**src/design/button_multi_click_detector_macros.svh**
```systemverilog
// Assertion macros shared by the click detector RTL.
// Every check is clocked on clk_i and disabled while rst_ni is low.
`ifndef BUTTON_MULTI_CLICK_DETECTOR_MACROS_SVH
`define BUTTON_MULTI_CLICK_DETECTOR_MACROS_SVH

// Clocked check with an explicit clock and reset.
`define BMCD_ASSERT_CLK(label, clk, rst_n, prop) \
  label: assert property (@(posedge clk) disable iff (!rst_n) prop) \
    else $error("button_multi_click_detector check failed");

// Clocked check on the default clock and reset of this block.
`define BMCD_ASSERT(label, prop) \
  `BMCD_ASSERT_CLK(label, clk_i, rst_ni, prop)

`endif

```
**src/design/bmcd_pkg.sv**
```systemverilog
// Package for the button multi-click detector: widths, reset values,
// configuration register indexes and stream payload layout. No dependencies.
package bmcd_pkg;

  // Width of the tick counter and of the stored onset times.
  localparam int unsigned TIME_WIDTH   = 32;
  localparam int unsigned ID_WIDTH     = 32;
  localparam int unsigned WINDOW_WIDTH = 16;

  // Configuration port.
  localparam int unsigned CFG_IDX_WIDTH = 8;
  localparam logic [CFG_IDX_WIDTH-1:0] CFG_DOUBLE_WINDOW = 8'd0;
  localparam logic [CFG_IDX_WIDTH-1:0] CFG_TRIPLE_WINDOW = 8'd1;

  localparam logic [WINDOW_WIDTH-1:0] DOUBLE_WINDOW_RESET = 16'd300;
  localparam logic [WINDOW_WIDTH-1:0] TRIPLE_WINDOW_RESET = 16'd700;

  // Reserved press id that means "no valid press".
  localparam logic [ID_WIDTH-1:0] ID_INVALID = '1;

  // Stream payload widths, rounded up to whole bytes.
  localparam int unsigned IN_DATA_WIDTH  = 8;
  localparam int unsigned RES_BITS       = 7 + 2 * ID_WIDTH;
  localparam int unsigned OUT_DATA_WIDTH = ((RES_BITS + 7) / 8) * 8;

  // One result item.
  typedef struct packed {
    logic [ID_WIDTH-1:0] hold_ticks;
    logic [ID_WIDTH-1:0] press_number;
    logic                triple_click_release;
    logic                double_click_release;
    logic                triple_click;
    logic                double_click;
    logic                release_res;
    logic                onset;
    logic                level;
  } result_t;

endpackage

```
**src/design/button_multi_click_detector.sv**
```systemverilog
// Button multi-click detector top level.
// Path: an item passes through the input register and then the result register.
// Throughput: one item per cycle; the input register and the result register
// advance together, so the only stall source is m_axis_tready.
// Reset (rst_ni low, asynchronous): tick and onset history cleared, press id and
// stored click ids all ones, windows 300 and 700 ticks, both channels empty.
module button_multi_click_detector (
  input  logic                                 clk_i,
  input  logic                                 rst_ni,
  // Configuration write channel.
  input  logic                                 cfg_valid_i,
  output logic                                 cfg_ready_o,
  input  logic [bmcd_pkg::CFG_IDX_WIDTH-1:0]   cfg_index_i,
  input  logic [bmcd_pkg::WINDOW_WIDTH-1:0]    cfg_data_i,
  // Input stream.
  input  logic                                 s_axis_tvalid,
  output logic                                 s_axis_tready,
  // tdata from bit 0: pressed_now, clear_history, zero padding.
  input  logic [bmcd_pkg::IN_DATA_WIDTH-1:0]   s_axis_tdata,
  // Result stream.
  output logic                                 m_axis_tvalid,
  input  logic                                 m_axis_tready,
  // tdata from bit 0: level, onset, release_res, double_click, triple_click,
  // double_click_release, triple_click_release, press_number[31:0],
  // hold_ticks[31:0], zero padding.
  output logic [bmcd_pkg::OUT_DATA_WIDTH-1:0]  m_axis_tdata
);
  import bmcd_pkg::*;

  // Configuration registers.
  logic [WINDOW_WIDTH-1:0] dbl_window_q, trp_window_q;

  // Input register.
  logic in_valid_q, in_valid_d;
  logic in_pressed_q, in_clear_q;

  // Detector state.
  logic [TIME_WIDTH-1:0] tick_q, tick_d;
  logic [TIME_WIDTH-1:0] last_onset_q, last_onset_d;
  logic [TIME_WIDTH-1:0] prev_onset_q, prev_onset_d;
  logic                  prev_level_q;
  logic [ID_WIDTH-1:0]   press_q, press_d;
  logic [ID_WIDTH-1:0]   hold_q, hold_d;
  logic [ID_WIDTH-1:0]   dbl_id_q, dbl_id_d;
  logic [ID_WIDTH-1:0]   trp_id_q, trp_id_d;

  // Result register.
  logic    out_valid_q, out_valid_d;
  result_t res_q, res_d;

  logic in_xfer, advance;

  // Handshake: the stage moves when it holds an item and the result slot frees.
  assign advance       = in_valid_q && (!out_valid_q || m_axis_tready);
  assign s_axis_tready = !in_valid_q || advance;
  assign in_xfer       = s_axis_tvalid && s_axis_tready;
  assign in_valid_d    = in_xfer ? 1'b1 : (advance ? 1'b0 : in_valid_q);
  assign out_valid_d   = advance ? 1'b1 : (m_axis_tready ? 1'b0 : out_valid_q);
  assign cfg_ready_o   = 1'b1;

  // Click evaluation for the item in the input register.
  logic                  onset, rel;
  logic                  trp_hit, dbl_hit;
  logic [TIME_WIDTH-1:0] trp_age, dbl_age;
  logic [ID_WIDTH-1:0]   press_inc;

  always_comb begin
    onset     = in_pressed_q && !prev_level_q;
    rel       = prev_level_q && !in_pressed_q;
    trp_age   = tick_q - prev_onset_q;
    dbl_age   = tick_q - last_onset_q;
    trp_hit   = trp_age < TIME_WIDTH'(trp_window_q);
    dbl_hit   = !trp_hit && (dbl_age < TIME_WIDTH'(dbl_window_q));
    press_inc = press_q + ID_WIDTH'(1);

    press_d      = press_q;
    dbl_id_d     = dbl_id_q;
    trp_id_d     = trp_id_q;
    last_onset_d = last_onset_q;
    prev_onset_d = prev_onset_q;

    res_d        = '0;
    res_d.level  = in_pressed_q;
    res_d.onset  = onset;
    res_d.release_res = rel;

    if (onset) begin
      // Skip the reserved id when the counter wraps onto it.
      press_d = (press_inc == ID_INVALID) ? '0 : press_inc;
      if (trp_hit) begin
        res_d.triple_click = 1'b1;
        trp_id_d = press_d;
      end else if (dbl_hit) begin
        res_d.double_click = 1'b1;
        dbl_id_d = press_d;
      end
      prev_onset_d = last_onset_q;
      last_onset_d = tick_q;
    end

    // A release matches the press id that was flagged; triple wins a tie.
    if (rel) begin
      if (press_q == trp_id_q) begin
        res_d.triple_click_release = 1'b1;
      end else if (press_q == dbl_id_q) begin
        res_d.double_click_release = 1'b1;
      end
    end

    // Hold time counts the onset tick as one and saturates.
    if (!in_pressed_q) begin
      hold_d = '0;
    end else if (onset) begin
      hold_d = ID_WIDTH'(1);
    end else if (hold_q != '1) begin
      hold_d = hold_q + ID_WIDTH'(1);
    end else begin
      hold_d = hold_q;
    end

    tick_d = tick_q + TIME_WIDTH'(1);

    // Clearing the history wins over this tick's onset bookkeeping.
    if (in_clear_q) begin
      last_onset_d = '0;
      prev_onset_d = '0;
    end

    res_d.press_number = press_d;
    res_d.hold_ticks   = hold_d;
  end

  // Configuration writes; indexes beyond the list are ignored.
  always_ff @(posedge clk_i or negedge rst_ni) begin
    if (!rst_ni) begin
      dbl_window_q <= DOUBLE_WINDOW_RESET;
      trp_window_q <= TRIPLE_WINDOW_RESET;
    end else if (cfg_valid_i && cfg_ready_o) begin
      case (cfg_index_i)
        CFG_DOUBLE_WINDOW: dbl_window_q <= cfg_data_i;
        CFG_TRIPLE_WINDOW: trp_window_q <= cfg_data_i;
        default: ;
      endcase
    end
  end

  // Control and detector state.
  always_ff @(posedge clk_i or negedge rst_ni) begin
    if (!rst_ni) begin
      in_valid_q   <= 1'b0;
      out_valid_q  <= 1'b0;
      tick_q       <= '0;
      last_onset_q <= '0;
      prev_onset_q <= '0;
      prev_level_q <= 1'b0;
      press_q      <= ID_INVALID;
      hold_q       <= '0;
      dbl_id_q     <= ID_INVALID;
      trp_id_q     <= ID_INVALID;
    end else begin
      in_valid_q  <= in_valid_d;
      out_valid_q <= out_valid_d;
      if (advance) begin
        tick_q       <= tick_d;
        last_onset_q <= last_onset_d;
        prev_onset_q <= prev_onset_d;
        prev_level_q <= in_pressed_q;
        press_q      <= press_d;
        hold_q       <= hold_d;
        dbl_id_q     <= dbl_id_d;
        trp_id_q     <= trp_id_d;
      end
    end
  end

  // Payload registers.
  always_ff @(posedge clk_i) begin
    if (in_xfer) begin
      in_pressed_q <= s_axis_tdata[0];
      in_clear_q   <= s_axis_tdata[1];
    end
    if (advance) begin
      res_q <= res_d;
    end
  end

  assign m_axis_tvalid = out_valid_q;
  assign m_axis_tdata  = OUT_DATA_WIDTH'(res_q);

`include "button_multi_click_detector_macros.svh"

  // An edge is either an onset or a release, never both.
  `BMCD_ASSERT(a_edge_excl, out_valid_q |-> !(res_q.onset && res_q.release_res))
  // Click flags come only with an onset, and at most one of them.
  `BMCD_ASSERT(a_click_on_onset,
      out_valid_q && (res_q.double_click || res_q.triple_click) |->
      res_q.onset && !(res_q.double_click && res_q.triple_click))
  // A press that has begun never carries the reserved id.
  `BMCD_ASSERT(a_id_valid, out_valid_q && res_q.onset |-> res_q.press_number != ID_INVALID)
  // The hold count is nonzero exactly while the button is down.
  `BMCD_ASSERT(a_hold_level, out_valid_q |-> (res_q.level == (res_q.hold_ticks != '0)))
  // Time only moves when an item is processed.
  `BMCD_ASSERT(a_tick_hold, !advance |=> $stable(tick_q))

endmodule

```
**config.mk**
```make
export PLATFORM = sky130hd
export DESIGN_NAME = button_multi_click_detector
export DESIGN_NICKNAME = d
export VERILOG_FILES = /design/src/design/bmcd_pkg.sv /design/src/design/button_multi_click_detector.sv
export VERILOG_INCLUDE_DIRS = /design/src /design/src/design
export SDC_FILE = /design/constraint.sdc
export NUM_CORES = 1
export LEC_CHECK = 0
export CAP_MARGIN = 20
export CORE_UTILIZATION = 59
export DETAILED_ROUTE_END_ITERATION = 8
export DONT_BUFFER_PORTS = 1
export PLACE_DENSITY = 0.83
export SYNTH_ARGS = -nofsm -noshare
export SYNTH_HDL_FRONTEND = slang
export SYNTH_SLANG_ARGS = --single-unit
```
**constraint.sdc**
```tcl
create_clock -name clk_i -period 4 [get_ports clk_i]
set_input_delay 0.8 -clock clk_i [delete_from_list [all_inputs] [get_ports clk_i]]
set_output_delay 0.8 -clock clk_i [all_outputs]
set_load 0.05 [all_outputs]
```
Word level (Yosys, flattened, before mapping)
Cells that the tools add are included.
{"block": "totals", "reg_bits": 332, "wordCells": 78}
{"block": "classes", "addsub": 5, "magnitude_cmp": 2, "eq_ne": 5, "muxes": 17, "bitwise": 3, "reduce_logical": 23}
{"op": "two-way mux 32 bit", "n": 9}
{"op": "adder 32 x 1 -> 32 bit, second input constant", "n": 3}
{"op": "== test 32 bit", "n": 2}
{"op": "< comparator 32 x 16 -> 1 bit", "n": 2}
{"op": "subtractor 32 bit", "n": 2}
{"op": "== test 32 bit, second input constant", "n": 1}
{"op": "inequality test 32 bit, second input constant", "n": 1}
{"op": "== test 8 x 1 -> 1 bit, second input constant", "n": 1}
{"op": "logical NOT 8 bit", "n": 1}
{"op": "two-way mux 1 bit", "n": 8}
{"op": "AND reduction 2 bit", "n": 3}
{"op": "nonzero test 2 bit", "n": 3}
{"op": "logical AND 1 bit", "n": 5}
{"op": "logical NOT 1 bit", "n": 5}
{"op": "AND reduction 4 bit", "n": 1}
{"op": "OR reduction 2 bit", "n": 2}
{"op": "inverter 1 bit", "n": 3}
{"op": "AND reduction 3 bit", "n": 1}
{"op": "logical OR 1 bit", "n": 2}

Longest topological paths before layout
Gate-level depths: netlist of the first run.
{"block": "depth", "ltp_word": 6, "depth_mapped": 22, "ltp_nobuf": 21}

Least setup slack after synthesis of the first run
No wires, ideal clock.
{"block": "synth_path", "kind": "register to register", "start": "reg tick_q[0]", "end": "reg dbl_id_q[20]", "setup_time_ps": 82, "arrival_ps": 4314, "t_required_ps": 3918, "path_slack_ps": -396, "stages_incl_launch_ff": 23, "path_buffers": 1, "synth_period_minus_slack_ps": 4396, "cell_sequence": "dfrtp_1 inv_1 ha_1 fa_1 nand2b_1 a21oi_1 o21a_1 nor2_1 o21bai_1 a21oi_1 o21bai_1 a21oi_1 xnor2_1 ha_1 and4_1 a221o_1 nand2_1 nand3_1 nor4_1 nand3_1 nor4_4 buf_2 mux2_2"}
{"block": "synth_via", "elab_chain_len": 5}
{"element": "start: declaration", "line": "button_multi_click_detector.sv:38", "text": "logic [TIME_WIDTH-1:0] tick_q, tick_d;"}
{"element": "start signal: assignment", "line": "button_multi_click_detector.sv:164", "text": "tick_q <= tick_d;"}
{"element": "subtractor 32 bit", "line": "button_multi_click_detector.sv:70", "text": "trp_age = tick_q - prev_onset_q;"}
{"element": "< comparator 32 x 16 -> 1 bit", "line": "button_multi_click_detector.sv:72", "text": "trp_hit = trp_age < TIME_WIDTH'(trp_window_q);"}
{"element": "logical NOT 1 bit", "line": "button_multi_click_detector.sv:73", "text": "dbl_hit = !trp_hit && (dbl_age < TIME_WIDTH'(dbl_window_q));"}
{"element": "logical AND 1 bit", "line": "button_multi_click_detector.sv:73"}
{"element": "AND reduction 4 bit (no line) *"}
{"element": "end signal: assignment", "line": "button_multi_click_detector.sv:170", "text": "dbl_id_q <= dbl_id_d;"}
{"element": "end: declaration", "line": "button_multi_click_detector.sv:44", "text": "logic [ID_WIDTH-1:0] dbl_id_q, dbl_id_d;"}
Mark *: on every way between the ends. The rest lies on a longest branch, timed or not.
A chain may end at the register's enable or synchronous reset.

Final worst setup path of the first run
{"block": "layout_path", "start": "reg tick_q[0]", "end": "reg dbl_id_q[14]"}
The elaborated chain is that of the path after synthesis.

==> reports/results.tsv, run 1 <==
stage	metric	value	unit
cells_and_area	Layout Nets	2499	
drt	Vias/cell	6.147	
clock_network	CTS Buf Count	37	
floorplanning	Die X	187.1	um
cells_and_area	most frequent cells in the layout	nand2_1 (283), buf_4 (254), dfrtp_1 (153)	
clock_network	Num Clock Sinks	332	
critical_path	CP Launch Type	register	
sta	final setup fails	66	
cells_and_area	Finished Layout Cells	2839	
logic_synthesis	EDFF count, synth	73	
logic_synthesis	Post-Syn Area per Cell	9.404	um^2
drt	Total Routed Length	57.19	mm
drt	DRC	0	
sta	setup ws final	-0.6453	ns
drt	Pre-Repair DR Iteration Count	6	
sta	Hold Vio Cnt, Final	0	
cells_and_area	share of cells above drive strength 1	23.55	%
drt	DR iter-0 viols	1698	
drt	drt wl/cell	20.14	um
cells_and_area	post-route cell area	24160	um^2
global_routing	global-route wire length before repair	91.33	mm
logic_synthesis	Synth Net Count	2284	
cells_and_area	diode count	0	
logic_synthesis	Mapped Area	20210	um^2
run_status	violated checks	setup timing	
pwr	power per standard cell area	546.4	nW/um^2
logic_synthesis	async set-reset flop share out of synthesis	78.01	%
clock_network	Longest Clk Path Bufs	3	
critical_path	CP required	4.48	ns
place	routability cong.	0.9912	
floorplanning	Core Rows	67	
critical_path	critical path class	reg2reg	
clock_network	Clk Latency, worst-skew pair	0.58	ns
sta	final worst path period share	116.1	%
pwr	total power	13.20	mW
critical_path	flop-to-flop setup slack	-0.65	ns
floorplanning	count of boundary I/O pins	112	
place	dpl cell area	22370	um^2
critical_path	crit end category	register	
logic_synthesis	yosys warns	0	
clock_network	CTS H-tree lvls	2	
floorplanning	core box area	33620	um^2
floorplanning	full die area	35000	um^2
sta	worst slew pin tran	0.9498	ns
critical_path	Worst Path Arrival	5.13	ns
min_path	hold crit path type	in2async	
critical_path	Slowest-stage cell, CP	or4_4	
sta	max_slew headroom	36.68	%
critical_path	cell mode on critical path	buf_4	
pwr	VDD IR max	581.0	uV
sta	RSZ-0062 raised after global routing	yes	
floorplanning	Initial Util	60.11	%
drt	antenna-violating nets left	0	
global_routing	number of global-route vias before repair	17507	
place	placed cell count	2746	
critical_path	crit-path max FO	6	
clock_network	CTS tree	built	
global_routing	initial antenna violation count	1	
place	port buffer count	0	
logic_synthesis	register area share after synthesis	43.58	%
pwr	Leakage	11.00	nW
sta	max-slew violation count	0	
sta	WHS	0.09754	ns
sta	fmax	0.2153	GHz
flow_run	Max Cap Viol	0	
cells_and_area	P&R area growth vs syn	19.57	%
critical_path	CP peak stage delay	0.44	ns
sta	min Tclk post-route	4.645	ns
global_routing	All-Layer GR Usage	32.41	%
clock_network	Root Driver	clkbuf_16	
logic_synthesis	Main synth FF type	dfrtp_1	
place	Detail Placement HPWL	39.95	mm
logic_synthesis	Distinct cells, synth	80	
clock_network	clock transition at the registers of the reported paths	0.06	ns
logic_synthesis	Synth Instances	2149	
global_routing	Remaining Overflow, GRT	0	
logic_synthesis	register bit total from synthesis	332	
global_routing	largest net degree at the start of global routing	260	
run_status	status	complete, but fails checks	
drt	via count	17452	
sta	Worst Skew	0.05436	ns
place	Post-Place Setup Slack	-0.5872	ns
cells_and_area	most common cell after layout, fill and taps aside	nand2_1	
floorplanning	Chip Height	187.1	um
state kept, by name, indices dropped and copies added (netlist names):
name           count
prev_level_q       1
dbl_id_q          32
in_pressed_q       1
trp_window_q      16
tick_q            32
press_q           32
hold_q            32
m_axis_tvalid      1
m_axis_tdata      71
last_onset_q      32
trp_id_q          32
prev_onset_q      32
dbl_window_q      16
in_valid_q         1
in_clear_q         1
cell type report:
class	instances	area, um^2
fillers	2310	9453
inverters	141	531.8
multi-input cells	1576	10750
well taps	448	560.5
flip-flops and latches	332	8806
clock buffers	54	1124
repair buffers	276	2280
clock inverters	12	116.4
worst paths after layout:
| path | from | end | cells past startpoint |
|---|---|---|---|
| max in group asynchronous | rst_ni | tick_q[22]$_DFFE_PN0P_ | 1 |
| max | tick_q[0]$_DFFE_PN0P_ | dbl_id_q[14]$_DFFE_PN1P_ | 25 |
| min | rst_ni | trp_window_q[9]$_DFFE_PN1P_ | 0 |
| min in group clk_i | s_axis_tdata[1] | in_clear_q$_DFFE_PP_ | 0 |
| max reg2reg | tick_q[0]$_DFFE_PN0P_ | dbl_id_q[14]$_DFFE_PN1P_ | 25 |
| min reg2reg | dbl_id_q[30]$_DFFE_PN1P_ | dbl_id_q[30]$_DFFE_PN1P_ | 2 |
metal layers:
metal	track usage, %	share of wire [%]	wire length, um	vias to the layer above
met5	0	0.030	17	-
met4	12.17	3.1	1798	2
met3	4.953	7.4	4251	116
met2	51.47	46	26410	739
met1	44.96	43	24710	8582
li1	-	-	-	8013
Yosys cell counts (6+ instances only):
master / number / area share (%)
buf_2: 15 / 0.37
o21bai_1: 9 / 0.33
a21o_1: 22 / 0.82
or2_2: 7 / 0.22
nand2_1: 286 / 5.3
nand2b_1: 22 / 0.68
nor2b_1: 12 / 0.37
nor4b_1: 6 / 0.26
dfrtp_1: 153 / 19
ha_1: 96 / 5.9
o21ai_0: 134 / 3.3
o21a_1: 8 / 0.30
and4_1: 13 / 0.56
o2111ai_1: 6 / 0.26
a22o_1: 75 / 3.3
xnor2_1: 113 / 4.9
nand3_1: 56 / 1.4
nor3_1: 19 / 0.47
nor2_1: 154 / 2.9
o211ai_1: 10 / 0.37
a21oi_1: 106 / 2.6
a31oi_1: 14 / 0.43
and2_1: 9 / 0.28
mux2i_1: 37 / 1.8
a211oi_1: 6 / 0.22
nand2_2: 8 / 0.25
o31ai_1: 20 / 0.74
inv_1: 140 / 2.6
mux2_2: 50 / 2.8
o21ai_1: 12 / 0.30
nor3b_1: 6 / 0.22
buf_4: 10 / 0.37
nor4_1: 32 / 0.99
xor2_1: 84 / 3.6
edfxtp_1: 73 / 11
and3_1: 14 / 0.43
clkbuf_1: 70 / 1.3
dfstp_2: 106 / 14
or4_1: 6 / 0.22
nand4_1: 51 / 1.6
what timing repair did:
item                       4_1_cts  5_1_grt
setup buffers                   13        9
pin swaps                       28       16
cloned                           1        2
setup endpoints to repair       73       75
hold endpoints to repair       153      121
gates resized for setup         39       20
through the flow:
step,setup TNS (ns),util [%]
3_3_place_gp,-32.60,66.56
2_1_floorplan,-1.660,-
3_5_place_dp,-34.76,66.56
6_report,-37.96,71.88
4_1_cts,-32.60,71.11
5_1_grt,-50.25,71.88
power breakdown:
group	switching [mW]	leakage, nW	internal [mW]
Combinational	3.03	6.50	2.69
Sequential	0.321	3.89	3.71
Clock	1.42	0.607	2.03
Total	4.77	11.0	8.43
critical path, delay by kind of cell (launching register included):
| kind | cells | cell delay [ns] |
|---|---|---|
| buffers and inverters | 13 | 1.58 |
| and+or+nand+nor | 4 | 0.91 |
| AOI/OAI and AO/OA | 4 | 0.77 |
| adders and majority gates | 2 | 0.58 |
| DFF | 1 | 0.37 |
| muxes | 1 | 0.19 |
| xor gates and xnor gates | 1 | 0.15 |
cells by family (layout without fill, tap and decap cells):
logic type | after synthesis | after routing | synth area share, %
fa+ha+maj | 98 | 98 | 6.142
compound gates | 463 | 463 | 14.76
simple gates | 724 | 724 | 17.21
xor+xnor | 197 | 197 | 8.538
mux | 92 | 92 | 4.898
other cells | 2 | 2 | 0.03716
flops | 332 | 332 | 43.58
buf+inv | 241 | 483 | 4.836
No activity file was read; power rests on OpenSTA's default activity.
==> run 2: changes to the inputs <==
==> constraint.sdc (replaced) <==
create_clock -name clk_i -period 3.9 [get_ports clk_i]
set_input_delay 0.78 -clock clk_i [delete_from_list [all_inputs] [get_ports clk_i]]
set_output_delay 0.78 -clock clk_i [all_outputs]
set_load 0.05 [all_outputs]
==> run 2 against run 1 <==
The run ends with hold timing, setup timing left. Power is 3.7% higher. Combinational power is 6.1% higher. Die area stayed put. Clock skew is 0.036 ns lower. Hold slack worse by 0.16 ns. Cell area is 0.56% higher. Worst setup slack better by 0.064 ns. Clock power is 1% higher. Count of clock-buffer cells in the layout is 6 lower. Critical path type unchanged.
==> reports/results.tsv, run 2 (synthesis gave the netlist of run 1 again) <==
stage	metric	value	unit
place	Detail Placement HPWL	40.89	mm
place	Post-Place Setup Slack	-0.6871	ns
cells_and_area	share of cells above drive strength 1	24.57	%
critical_path	critical path class	reg2reg	
clock_network	Clk Latency, worst-skew pair	0.55	ns
critical_path	CP Launch Type	register	
clock_network	CTS tree	built	
cells_and_area	Layout fillers	2385	
global_routing	GRT met2 Usage	52.23	%
drt	drt wl/cell	20.54	um
sta	Worst Skew	0.01792	ns
clock_network	Num Clock Sinks	332	
global_routing	global-route wire length before repair	91.88	mm
clock_network	Root Driver	clkbuf_16	
sta	Hold Vio Cnt, Final	111	
cells_and_area	final core occ	72.28	%
floorplanning	Initial Util	60.11	%
sta	final worst path period share	114.9	%
drt	DRC	0	
cells_and_area	most frequent cells in the layout	nand2_1 (277), buf_4 (255), dfrtp_1 (153)	
critical_path	CP cell instances	inv_2, ha_4, fa_2, nor2b_4, o2111ai_4, a21oi_2, o21ai_1, nand2b_1, a21oi_2, xnor2_1, ha_1, a21o_1, a221o_1, nand2_1, o211ai_1, a221oi_2, nand4b_1, nor4_4, buf_4, nor4_4, buf_6, buf_12, buf_8, mux2i_2	
clock_network	Longest Clk Path Bufs	3	
cells_and_area	diode count	0	
global_routing	Remaining Overflow, GRT	0	
critical_path	Worst Path Arrival	4.94	ns
global_routing	number of global-route vias before repair	17120	
cells_and_area	Finished Layout Cells	2841	
sta	worst slew pin tran	1.020	ns
critical_path	crit-path max FO	6	
cells_and_area	storage element area	8806	um^2
global_routing	largest net degree at the start of global routing	260	
pwr	Leakage	11.03	nW
sta	final setup fails	66	
clock_network	CTS H-tree lvls	2	
drt	Pre-Repair DR Iteration Count	5	
sta	min Tclk post-route	4.482	ns
clock_network	clock transition at the registers of the reported paths	0.06	ns
cells_and_area	most common cell after layout, fill and taps aside	nand2_1	
sta	WHS	-0.06718	ns
critical_path	CP required	4.36	ns
critical_path	crit end category	register	
sta	setup TNS	-34.41	ns
floorplanning	Core Rows	67	
sta	RSZ-0062 raised after global routing	yes	
run_status	status	complete, but fails checks	
global_routing	met1 Use GR	45.61	%
critical_path	CP peak stage delay	0.37	ns
cells_and_area	post-route cell area	24300	um^2
pwr	power per standard cell area	563.2	nW/um^2
cells_and_area	P&R area growth vs syn	20.24	%
place	port buffer count	0	
pwr	VDD IR max	464.4	uV
critical_path	Slowest-stage cell, CP	fa_2	
global_routing	initial antenna violation count	0	
cells_and_area	Multi-input gate area	10910	um^2
flow_run	Max Cap Viol	0	
sta	max_slew headroom	31.81	%
sta	fmax	0.2231	GHz
pwr	total power	13.69	mW
floorplanning	Chip Height	187.1	um
floorplanning	count of boundary I/O pins	112	
floorplanning	core box area	33620	um^2
drt	Vias/cell	6.124	
sta	max-slew violation count	0	
drt	via count	17399	
floorplanning	full die area	35000	um^2
place	dpl cell area	22380	um^2
floorplanning	Die X	187.1	um
min_path	hold crit path type	in2async	
clock_network	CTS Buf Count	37	
cells_and_area	max FFs per register	71	
global_routing	All-Layer GR Usage	32.95	%
drt	antenna-violating nets left	0	
place	placed cell count	2750	
global_routing	met3 GRT Util	6.229	%
sta	setup ws final	-0.5816	ns
place	routability cong.	0.9643	
drt	DR iter-0 viols	1501	
cells_and_area	Layout Nets	2499	
global_routing	GRT Max-Usage Layer	met2	
drt	Total Routed Length	58.36	mm
run_status	violated checks	hold timing, setup timing	
run 2: cell count changes in the layout (fill, tap and decap cells not counted), moves of 5 or more:
| cell | delta |
|---|---|
| mux2i_2 | +5 |
| nand2_1 | -6 |
| mux2_4 | +9 |
| nand2_2 | +5 |
| mux2_2 | -8 |
run 2: what timing repair did:
| item | 4_1_cts | 5_1_grt |
|---|---|---|
| endpoints found under the hold margin | 153 | 153 |
| endpoints found under the setup margin | 68 | 92 |
| buffers inserted | 13 | 4 |
| gates cloned | 3 | 3 |
| pin swaps | 28 | 24 |
| gates resized for setup | 50 | 53 |
run 2: worst paths after layout:
path | start | endpoint | slack, ns | depth (start not counted)
worst max-delay path | tick_q[0]$_DFFE_PN0P_ | dbl_id_q[31]$_DFFE_PN1P_ | -0.58 | 24
worst min-delay path | rst_ni | prev_onset_q[30]$_DFFE_PN0P_ | -0.07 | 0
worst max register to register | tick_q[0]$_DFFE_PN0P_ | dbl_id_q[31]$_DFFE_PN1P_ | -0.58 | 24
worst min register to register | dbl_id_q[4]$_DFFE_PN1P_ | dbl_id_q[4]$_DFFE_PN1P_ | 0.48 | 2
max in group asynchronous | rst_ni | hold_q[16]$_DFFE_PN0P_ | 3.44 | 0
min in group clk_i | s_axis_tdata[0] | in_pressed_q$_DFFE_PP_ | 0.33 | 0
run 2: area by class of cell:
| cell class | count | area share, % |
|---|---|---|
| Clock buffer | 48 | 4.233 |
| Clock inverter | 20 | 0.7518 |
| Inverter | 141 | 2.188 |
| Multi-Input combinational cell | 1576 | 44.89 |
| Sequential cell | 332 | 36.24 |
| Tap cell | 448 | 2.307 |
| Timing Repair Buffer | 276 | 9.387 |
run 2: routing by layer:
| layer | wire [um] | part of all wire (%) |
|---|---|---|
| met1 | 25580 | 44 |
| met2 | 26880 | 46 |
| met3 | 4092 | 7.0 |
| met4 | 1809 | 3.1 |
| met5 | 0 | 0 |
run 2: power by group:
group / switching, mW / total [mW] / leakage [nW] / internal [mW]
logic: 3.15 / 6.07 / 6.55 / 2.92
registers: 0.325 / 4.13 / 3.89 / 3.81
clock network: 1.47 / 3.49 / 0.592 / 2.02
total: 4.94 / 13.7 / 11.0 / 8.74
run 2: critical path, delay by kind of cell, from the launching register on:
family,cells,cell delay (ns)
simple gates,6,0.76
xor+xnor,1,0.13
mux,1,0.20
compound gates,8,1.40
buf+inv,5,0.69
fa+ha+maj,3,0.86
flops,1,0.36
==> run 3: changes to the inputs <==
--- a/config.mk
+++ b/config.mk
@@ -10,7 +10,8 @@
 export CORE_UTILIZATION = 59
 export DETAILED_ROUTE_END_ITERATION = 8
 export DONT_BUFFER_PORTS = 1
-export PLACE_DENSITY = 0.83
+export PLACE_DENSITY = 0.82
+export RECOVER_POWER = 50
 export SYNTH_ARGS = -nofsm -noshare
 export SYNTH_HDL_FRONTEND = slang
 export SYNTH_SLANG_ARGS = --single-unit
==> run 3 against run 2 <==
The run still ends with hold timing, setup timing left. Combinational power is 4.8% lower. Routed wire length decreased by 2.3%. Worst setup slack worse by 0.11 ns. Fmax down 2.5%. Cell area decreased by 0.78%. Clock skew increased by 0.0086 ns. Sequential power barely moved. Critical endpoint is now trp_id_q[2]$_DFFE_PN1P_. Largest cell class unchanged.
==> reports/results.tsv, run 3 (synthesis gave the netlist of run 1 again) <==
stage	metric	value	unit
cells_and_area	storage element area	8806	um^2
sta	Worst Skew	0.02650	ns
place	placed cell count	2757	
clock_network	Clk Latency, worst-skew pair	0.53	ns
drt	Pre-Repair DR Iteration Count	6	
critical_path	FF-to-FF path depth	23	
critical_path	CP cell instances	inv_2, ha_2, fa_2, nor2b_4, o2111ai_4, a21oi_2, o21ai_1, nand2b_1, a21oi_1, xnor2_1, ha_1, and4_1, a221o_1, nand2_1, o211ai_1, a221oi_2, nand4b_1, nor4_4, buf_4, buf_6, nand2_8, bufbuf_16, mux2_2	
critical_path	delay-heaviest family, CP	compound AO/OA/AOI/OAI gates	
global_routing	number of global-route vias before repair	17244	
place	dpl cell area	22460	um^2
floorplanning	Die X	187.1	um
sta	Hold Vio Cnt, Final	33	
global_routing	Remaining Overflow, GRT	0	
clock_network	clock transition at the registers of the reported paths	0.07	ns
cells_and_area	Multi-input gate area	10760	um^2
critical_path	crit-path max FO	6	
cells_and_area	max FFs per register	71	
critical_path	CP peak stage delay	0.40	ns
sta	worst slew pin tran	1.337	ns
sta	max-slew violation count	0	
floorplanning	Initial Util	60.11	%
critical_path	CP Launch Type	register	
cells_and_area	Finished Layout Cells	2842	
floorplanning	Chip Height	187.1	um
critical_path	crit end category	register	
clock_network	CTS H-tree lvls	2	
place	Detail Placement HPWL	40.17	mm
drt	drt wl/cell	20.05	um
drt	DR iter-0 viols	2000	
drt	Total Routed Length	57.00	mm
sta	fmax	0.2176	GHz
cells_and_area	share of cells above drive strength 1	23.36	%
floorplanning	Core Rows	67	
floorplanning	core box area	33620	um^2
clock_network	Num Clock Sinks	332	
critical_path	Crit Reg-Reg Endpoint	trp_id_q[2]$_DFFE_PN1P_	
drt	via count	17383	
critical_path	critical path class	reg2reg	
global_routing	initial antenna violation count	0	
min_path	hold crit path type	in2async	
sta	RSZ-0062 raised after global routing	yes	
place	Post-Place Setup Slack	-0.7396	ns
clock_network	CTS tree	built	
critical_path	RR Startpoint	tick_q[0]$_DFFE_PN0P_	
clock_network	CTS Buf Count	35	
drt	DRC	0	
clock_network	Root Driver	clkbuf_16	
drt	antenna-violating nets left	0	
cells_and_area	P&R area growth vs syn	19.30	%
sta	final setup fails	69	
critical_path	CP Buf/Inv Count	4	
critical_path	CP required	4.34	ns
place	routability cong.	0.9814	
critical_path	Worst Path Arrival	5.04	ns
clock_network	Longest Clk Path Bufs	3	
pwr	power per standard cell area	550.1	nW/um^2
cells_and_area	Layout Nets	2501	
critical_path	flop-to-flop setup slack	-0.70	ns
pwr	VDD IR max	535.9	uV
cells_and_area	Layout fillers	2317	
floorplanning	count of boundary I/O pins	112	
sta	setup ws final	-0.6963	ns
pwr	Leakage	10.98	nW
flow_run	Max Cap Viol	0	
critical_path	Slowest-stage cell, CP	fa_2	
global_routing	global-route wire length before repair	91.85	mm
cells_and_area	most frequent cells in the layout	nand2_1 (283), buf_4 (262), dfrtp_1 (153)	
global_routing	largest net degree at the start of global routing	260	
cells_and_area	most common cell after layout, fill and taps aside	nand2_1	
cells_and_area	post-route cell area	24110	um^2
sta	final worst path period share	117.9	%
place	port buffer count	0	
sta	min Tclk post-route	4.596	ns
sta	WHS	-0.03290	ns
run_status	status	complete, but fails checks	
sta	max_slew headroom	10.37	%
drt	Vias/cell	6.116	
floorplanning	full die area	35000	um^2
run_status	violated checks	hold timing, setup timing	
global_routing	All-Layer GR Usage	32.66	%
-- run 3: layout make-up --
cell class	count	share of cell area, %
Clock inverter	11	0.4982
Inverter	141	2.201
Multi-Input combinational cell	1576	44.64
Clock buffer	53	4.256
Timing Repair Buffer	280	9.539
Tap cell	448	2.325
Sequential cell	332	36.53
Antenna cell	1	0.01038
-- run 3: stage by stage --
step / utilization [%] / hold slack (ns) / total power [mW] / TNS [ns]
after floorplan: - / 0.4509 / 7.342 / -6.011
after global placement: 66.80 / 0.4579 / 9.206 / -35.77
after detailed placement: 66.80 / 0.4669 / 9.365 / -43.79
after CTS: 71.55 / -0.04995 / 13.03 / -37.13
after global routing: 71.71 / -0.04224 / 13.90 / -51.85
final: 71.72 / -0.03290 / 13.26 / -38.39
-- run 3: what timing repair did --
item	in CTS	in global routing
endpoints found under the hold margin	153	150
setup buffers	13	3
resized for setup	45	16
pin swaps	7	8
endpoints found under the setup margin	66	95
cloned	5	1
-- run 3: report_power, final --
group	internal (mW)	switching (mW)	total [mW]
clock network	1.96	1.38	3.35
registers	3.81	0.331	4.14
logic	2.74	3.04	5.78
total	8.51	4.75	13.3
-- run 3: worst max path at each step --
stage	startpoint	end	slack (ns)	cells after the start
global route	tick_q[0]$_DFFE_PN0P_	dbl_id_q[25]$_DFFE_PN1P_	-0.85	25
floorplan	tick_q[0]$_DFFE_PN0P_	dbl_id_q[2]$_DFFE_PN1P_	-0.17	22
CTS	tick_q[0]$_DFFE_PN0P_	dbl_id_q[30]$_DFFE_PN1P_	-0.64	26
global placement	tick_q[0]$_DFFE_PN0P_	dbl_id_q[29]$_DFFE_PN1P_	-0.62	23
detailed placement	tick_q[0]$_DFFE_PN0P_	dbl_id_q[26]$_DFFE_PN1P_	-0.74	23
finish	tick_q[0]$_DFFE_PN0P_	trp_id_q[2]$_DFFE_PN1P_	-0.70	23
-- run 3: routing by layer --
metal	wire length [um]	part of all wire, %	track usage (%)
met4	2052	3.6	12.39
met2	25880	45	51.24
met1	24830	44	45.89
met3	4235	7.4	4.878
met5	0	0	0
